==> src/hw/rtl/rotated_mono_framebuffer_plotter_unit_defines.svh <==
// Assertion macros for the plotter RTL.
`ifndef ROTATED_MONO_FRAMEBUFFER_PLOTTER_UNIT_DEFINES_SVH
`define ROTATED_MONO_FRAMEBUFFER_PLOTTER_UNIT_DEFINES_SVH

`ifndef NO_ASSERTIONS
// cond must hold at every clock edge outside reset
`define RMFP_ASSERT_HOLDS(lbl, cond, msg) \
    lbl: assert property (@(posedge clk) disable iff (!rst_n) (cond)) else $error(msg);
// ante at an edge implies cons at the same edge
`define RMFP_ASSERT_IMPL(lbl, ante, cons, msg) \
    lbl: assert property (@(posedge clk) disable iff (!rst_n) (ante) |-> (cons)) \
        else $error(msg);
`else
`define RMFP_ASSERT_HOLDS(lbl, cond, msg)
`define RMFP_ASSERT_IMPL(lbl, ante, cons, msg)
`endif

`endif

==> src/hw/rtl/rmfp_pkg.sv <==
// Shared types and constants of the rotated mono framebuffer plotter.
package rmfp_pkg;

    localparam int MAX_WIDTH   = 256;
    localparam int MAX_HEIGHT  = 256;
    localparam int FRAME_DEPTH = 8192;
    localparam int ADDR_W      = $clog2(FRAME_DEPTH);
    localparam int MAX_DIM     = (MAX_WIDTH > MAX_HEIGHT) ? MAX_WIDTH : MAX_HEIGHT;
    localparam int COORD_W     = $clog2(MAX_DIM);
    localparam int DIM_W       = 9;
    localparam int STRIDE_W    = $clog2(MAX_WIDTH / 8) + 1;
    localparam int STEP_W      = $clog2(STRIDE_W + 1);
    localparam int PROD_W      = COORD_W + STRIDE_W;
    localparam int SUM_W       = PROD_W + 1;
    localparam int BYTE_COL_W  = COORD_W - 3;
    localparam int SPAN_MAX    = 8;
    localparam int LEN_W       = 4;
    localparam logic [7:0] MSB_MASK = 8'h80;

    // input beat layout in s_tdata
    localparam int POS_X_LSB   = 0;
    localparam int POS_Y_LSB   = 16;
    localparam int PAT_LSB     = 32;
    localparam int LEN_LSB     = 40;
    localparam int FG_BIT      = 44;
    localparam int BG_BIT      = 45;
    localparam int OPQ_BIT     = 46;
    localparam int RADDR_LSB   = 47;
    localparam int IN_DATA_W   = 64;

    // register map
    localparam int PADDR_W     = 4;
    localparam int REG_IDX_W   = 2;
    localparam logic [REG_IDX_W-1:0] REG_PANEL_WIDTH  = 2'd0;
    localparam logic [REG_IDX_W-1:0] REG_PANEL_HEIGHT = 2'd1;
    localparam logic [REG_IDX_W-1:0] REG_ROTATION     = 2'd2;
    localparam logic [DIM_W-1:0] WIDTH_RESET  = 9'd128;
    localparam logic [DIM_W-1:0] HEIGHT_RESET = 9'd64;

    typedef enum logic [1:0] {
        ROT_0   = 2'd0,
        ROT_90  = 2'd1,
        ROT_180 = 2'd2,
        ROT_270 = 2'd3
    } rot_t;

    typedef enum logic {
        ACT_DRAW = 1'b0,
        ACT_READ = 1'b1
    } action_t;

    typedef enum logic [2:0] {
        S_CLEAR,
        S_IDLE,
        S_RD_ISSUE,
        S_RD_DATA,
        S_PIX,
        S_MUL,
        S_ADDR,
        S_RMW
    } state_t;

    typedef struct packed {
        logic              rd_en;
        logic              wr_en;
        logic [ADDR_W-1:0] addr;
        logic [7:0]        wdata;
    } store_req_t;

    typedef struct packed {
        logic                start;
        logic [COORD_W-1:0]  row;
        logic [STRIDE_W-1:0] stride;
    } mul_req_t;

endpackage

==> src/hw/rtl/rmfp_mul.sv <==
// Bit-serial row offset multiplier: row times stride, one stride bit per cycle.
module rmfp_mul
    import rmfp_pkg::*;
(
    input  logic              clk,
    input  logic              rst_n,
    input  mul_req_t          req,
    output logic              done,
    output logic [PROD_W-1:0] product
);

    logic                busy_reg, busy_next;
    logic                done_reg, done_next;
    logic [STEP_W-1:0]   step_reg, step_next;
    logic [PROD_W-1:0]   acc_reg, acc_next;
    logic [PROD_W-1:0]   mcand_reg, mcand_next;
    logic [STRIDE_W-1:0] mplier_reg, mplier_next;

    always_comb
    begin
        busy_next   = busy_reg;
        done_next   = 1'b0;
        step_next   = step_reg;
        acc_next    = acc_reg;
        mcand_next  = mcand_reg;
        mplier_next = mplier_reg;
        if (req.start)
        begin
            busy_next   = 1'b1;
            step_next   = '0;
            acc_next    = '0;
            mcand_next  = PROD_W'(req.row);
            mplier_next = req.stride;
        end
        else if (busy_reg)
        begin
            if (mplier_reg[0])
                acc_next = acc_reg + mcand_reg;
            mcand_next  = mcand_reg << 1;
            mplier_next = mplier_reg >> 1;
            step_next   = step_reg + 1'b1;
            if (step_reg == STEP_W'(STRIDE_W - 1))
            begin
                busy_next = 1'b0;
                done_next = 1'b1;
            end
        end
    end

    always_ff @(posedge clk or negedge rst_n)
    begin
        if (!rst_n)
        begin
            busy_reg <= 1'b0;
            done_reg <= 1'b0;
            step_reg <= '0;
        end
        else
        begin
            busy_reg <= busy_next;
            done_reg <= done_next;
            step_reg <= step_next;
        end
    end

    always_ff @(posedge clk)
    begin
        acc_reg    <= acc_next;
        mcand_reg  <= mcand_next;
        mplier_reg <= mplier_next;
    end

    assign done    = done_reg;
    assign product = acc_reg;

endmodule

==> config.mk <==
export PLATFORM = sky130hd
export DESIGN_NAME = rmfp_mul
export DESIGN_NICKNAME = d
export VERILOG_FILES = /design/src/hw/rtl/rotated_mono_framebuffer_plotter_unit_defines.svh /design/src/hw/rtl/rmfp_pkg.sv /design/src/hw/rtl/rmfp_mul.sv
export SDC_FILE = /design/constraint.sdc
export NUM_CORES = 1
export LEC_CHECK = 0
export ABC_AREA = 1
export ABC_CLOCK_PERIOD_IN_PS = 5100
export BUFFER_PORTS_ARGS = -buffer_cell sky130_fd_sc_hd__buf_2
export CELL_PAD_IN_SITES_DETAIL_PLACEMENT = 1
export CELL_PAD_IN_SITES_GLOBAL_PLACEMENT = 1
export CORE_UTILIZATION = 44
export DETAILED_ROUTE_END_ITERATION = 7
export MAX_ROUTING_LAYER = met4
export PLACE_DENSITY = 0.87
export SETUP_SLACK_MARGIN = 0.2
export SLEW_MARGIN = 30
export SYNTH_ARGS = -nofsm -noshare
export SYNTH_HDL_FRONTEND = slang
export SYNTH_SLANG_ARGS = --single-unit
==> constraint.sdc <==
create_clock -name clk -period 5.1 [get_ports clk]
set_input_delay 0.51 -clock clk [delete_from_list [all_inputs] [get_ports clk]]
set_output_delay 0.51 -clock clk [all_outputs]
set_load 0.005 [all_outputs]
Word level (Yosys, flattened, before mapping). Cells that the tools add are included.

Register bits after elaboration: 39. Latch bits: 0. Memory bits (writable): 0. Bits in read-only memories: 0. Input port bits: 17. Output and inout bits: 15. Logic and storage cells: 24. Memories: 0.

$add $sub $neg: 2. Multiply operators: 0. Divide/modulo/power cells: 0. $lt $le $gt $ge: 0. Equal/unequal tests: 1. Shift operators: 0. Mux-type cells: 12. Bitwise operators: 0. Reductions and logical operators: 2.

Operators by type and width (number): 8-bit two-way mux (2); 14-bit adder (1); 6-bit two-way mux (2); 1-bit two-way mux (6); 3-bit two-way mux (2); 3-bit by 1-bit adder with 3-bit output (second input constant) (1); 3-bit equality test (second input constant) (1); 2-bit AND reduction (1); 2-bit nonzero test (1).

Depth between registers and ports, before layout.
Depth after elaboration: 4. Depth in mapped cells: 12. Mapped depth without buffers: 12.

Worst setup path after synthesis. Ideal clock, no wire load.

Kind: register to register. Start: register acc_reg[0], in the netlist product[0]. End: register acc_reg[8], in the netlist product[8]. Library setup time: 0.056 ns. Data arrival time: 1.612 ns. Data required time: 5.044 ns. Path slack: 3.433 ns. Cell stages (with the launch flop): 12. Buffers on the path: 0. Period minus slack after synthesis: 1.667 ns. Path through: dfxtp_1 ha_1 inv_1 fa_1 nor2_2 nor2_2 nor2_2 nor2_1 or2_1 nand3_1 nand2_1 inv_1.

Longest elaborated chain between the ends: 1.

Ends and longest elaborated chain: from (decl) (RTL line rmfp_mul.sv:15) `logic [PROD_W-1:0] acc_reg, acc_next;`; from (signal assigned) (RTL line rmfp_mul.sv:68) `acc_reg <= acc_next;`; 14-bit adder (RTL line rmfp_mul.sv:38) `acc_next = acc_reg + mcand_reg;`.

No other way between the ends. A chain may end at the register's enable or synchronous reset.

Final worst setup path.
Start: register mcand_reg[0]. End: register acc_reg[8], in the netlist product[8].

Longest elaborated chain between the ends: 1.

Ends and longest elaborated chain: from (decl) (RTL line rmfp_mul.sv:16) `logic [PROD_W-1:0] mcand_reg, mcand_next;`; from (signal assigned) (RTL line rmfp_mul.sv:69) `mcand_reg <= mcand_next;`; 14-bit adder (RTL line rmfp_mul.sv:38).

No other way between the ends.

==> impl_results.md <==
- Status: complete, no violations
- Unique masters post-synth: 26
- All-Layer GR Usage: 0.2448
- Number of synthesized register bits: 39
- Worst R2R End: product[8]$_SDFFE_PP0P_
- Routed wire per std cell: approximately 13 um
- Worst Path Buf+Inv: 2
- Remaining global-route overflow: 0
- Area leader, netlist: edfxtp_1
- Root buffer cell: clkbuf_8
- Net Count, Synth: around 360
- Crit-path slowest cell: fa_1
- Critical path startpoint category: flop
- Clk buf depth: 2
- Post-synth EDFFs: 14
- WP data required: 5.34 ns
- Initial core utilization: 0.4554
- Placer Congestion: 0.8081
- Vias/cell: around 4.9
- Leakage: 1.420 nW
- Critical path cell sequence: ha_1, inv_1, fa_1, nor2_2, nor2_2, nor2_2, nor2_1, or2_1, nand3_1, nand2_1, inv_1
- Clock share of power: 0.261
- Number of diodes: 0
- Site Rows: 26
- Most common cell after layout, fill and taps aside: nand2_1
- Ys Warns: 0
- Avg Cell Area, Syn: 7.133 sq um
- CP Max Fanout: 3
- Min cycle time layout: between 1.5 and 2 ns
- Synth top area cells: edfxtp_1, dfxtp_1, nand2_1
- Switching share of total power: 0.3313
- Core Area: 0.005075 sq mm
- Final Setup Violations: 0
- Fmax: around 540 MHz
- Hold_ws: 0.01672 ns
- Max Slew Vio Count: 0
- Clock Skew: ~0.0058 ns
- DR pass1 iterations: 4
- Number of hold violations in the final report: 0
- Worst skew pair latency: ~0.29 ns
- Main synth FF type: dfxtp_1
- Placed insts: about 420
- Final setup TNS: 0 ns
- Hold_buf cts: 0
- CTS tree: yes
- Initial DRC count: 79
- Peak VDD IR: 220.4 uV
- Flop pwr share: 0.479
- Mapped Cells: 324
- Area delta synth->final: 12.67%
- Die Footprint: 0.005546 sq mm
- Vias in the first global route: roughly 2,100
- Routed Antenna Nets: 0
- CTS buffer count: 5
- Postcts setup bufs: 0
- Post-DP HPWL: 4476 um
- Final worst-path cycle share: 0.3633
- Setup crit end kind: flop
- P_sw: 260.5 uW
- Launching point of the worst reg2reg path: mcand_reg[0]$_SDFFCE_PN0P_
- Reg2reg path depth: 11
- Async SR Flop Fraction: 0.1282
- Combinational power share: 0.261
- Post-CTS resize count: 0
- Max-Cap Viols: 0
- Internal cell power: about 530 uW
- Hold Path Class: primary input to asynchronous set/reset pin
- Largest net degree at the start of global routing: 27
- Clk slew on worst S/H paths: 0.08 ns
- Worst EP arrival: roughly 2.1 ns
- IO buf count: 31
- CTS Sinks: 39
- Largest stage delay, worst path: about 0.43 ns
- Die span in y: 74.47 um
- Most frequent cells in the layout: nand2_1, inv_1, nor2_1, buf_2, dfxtp_1
- Cell Area, Synth: 0.002311 sq mm
- Post-synthesis sequential area ratio: 0.4093
- Max-slew headroom: 0.5417
- Top cell type's share of synthesized area: 0.1819
- Overall Power: 786.1 uW
- Nets@finish: 388
- Type of the worst setup path: flop to flop
- Final wirelength: 5721 um
- I/O pin count: 32
- Routed via count: about 2,100
- Remaining DRCs: 0
- Antenna violations before repair: 0
- R2R Setup Slk: 3.25 ns
- Layout cell share with drive strength beyond 1: 0.1404
- Most used cell, CP: nor2_2
- Post-route setup slack: 3.247 ns
- Unrepaired setup endpoints after global routing: no
- Worst-Margin Slew: just under 0.7 ns
- First-pass GRT wire length: approximately 9900 um
- CTS HTree Levels: 2
- Pwr Density: 301.9 mW/mm^2
- Place WS: 3.080 ns
- Die X: 74.47 um
- Final Non-Filler Cells: about 430
- CP delay by family, top: simple AND/OR/NAND/NOR gates
-- cell families (layout without fill, tap and decap cells) --
group	Yosys count	in the layout	synth area share
compound gates	30	30	0.06930
simple gates	172	172	0.3081
flops	39	39	0.4093
xor+xnor	5	5	0.01895
fa+ha+maj	16	16	0.08988
buf+inv	62	94	0.1045
-- cell type report --
cell class | count | area, sq um
Tap cell | 70 | 87.58
Clock buffer | 6 | 72.57
Inverter | 55 | 206.4
Timing Repair Buffer | 31 | 155.1
Multi-Input combinational cell | 223 | 1124
Clock inverter | 2 | 12.51
Sequential cell | 39 | 945.9
Fill cell | 705 | 2471
-- power groups by stage --
stage,combinational (mW),clock [mW],sequential [mW]
floorplan,0.144,0,0.378
global placement,0.192,0,0.381
detailed placement,0.204,0,0.383
CTS,0.208,0.208,0.376
global route,0.238,0.221,0.379
finish,0.205,0.205,0.376
-- cell usage after synthesis, types with 2 or more instances --
cell	count
nand4_1	4
clkbuf_1	2
o22ai_1	5
dfrtp_1	5
ha_1	15
nand2_1	102
edfxtp_1	14
nand3_1	19
xor2_1	4
o21ai_0	11
dfxtp_1	20
inv_1	51
nor2_2	5
a21oi_1	12
nand2_2	5
or2_1	2
nor2_1	34
inv_2	3
buf_2	4
-- routing by layer --
layer,track usage,share of wire,vias to the layer above
li1,-,-,1072
met1,0.3036,0.46,990
met2,0.4164,0.51,27
met3,0.03659,0.018,4
met4,0.06289,0.010,0
met5,-,0,-
-- worst max path at each step --
| stage | depth (start not counted) | start | end | slack [ns] |
|---|---|---|---|---|
| floorplan | 11 | product[0]$_SDFFE_PP0P_ | product[8]$_SDFFE_PP0P_ | 3.43 |
| detailed placement | 3 | req[14] | mplier_reg[5]$_SDFFCE_PN0P_ | 3.08 |
| global route | 11 | product[0]$_SDFFE_PP0P_ | product[8]$_SDFFE_PP0P_ | 3.08 |
| global placement | 3 | req[14] | mcand_reg[0]$_SDFFCE_PN0P_ | 3.16 |
| finish | 11 | mcand_reg[0]$_SDFFCE_PN0P_ | product[8]$_SDFFE_PP0P_ | 3.25 |
| CTS | 11 | mcand_reg[0]$_SDFFCE_PN0P_ | product[8]$_SDFFE_PP0P_ | 3.25 |
-- worst register-to-register path: cells and delay by family, from the launching register on --
kind                     cells  cell delay [ns]
AND/OR/NAND/NOR              7             0.69
adder cells (fa/ha/maj)      2             0.64
flip-flops                   1             0.36
buffers and inverters        2             0.12
-- through the flow --
stage          area (sq um)  utilization
6_report               2604       0.5131
5_1_grt                2604       0.5131
4_1_cts                2604       0.5131
3_5_place_dp           2519       0.4963
3_3_place_gp           2519       0.4963
2_1_floorplan          2311            -
No activity file was read; power rests on OpenSTA's default activity.
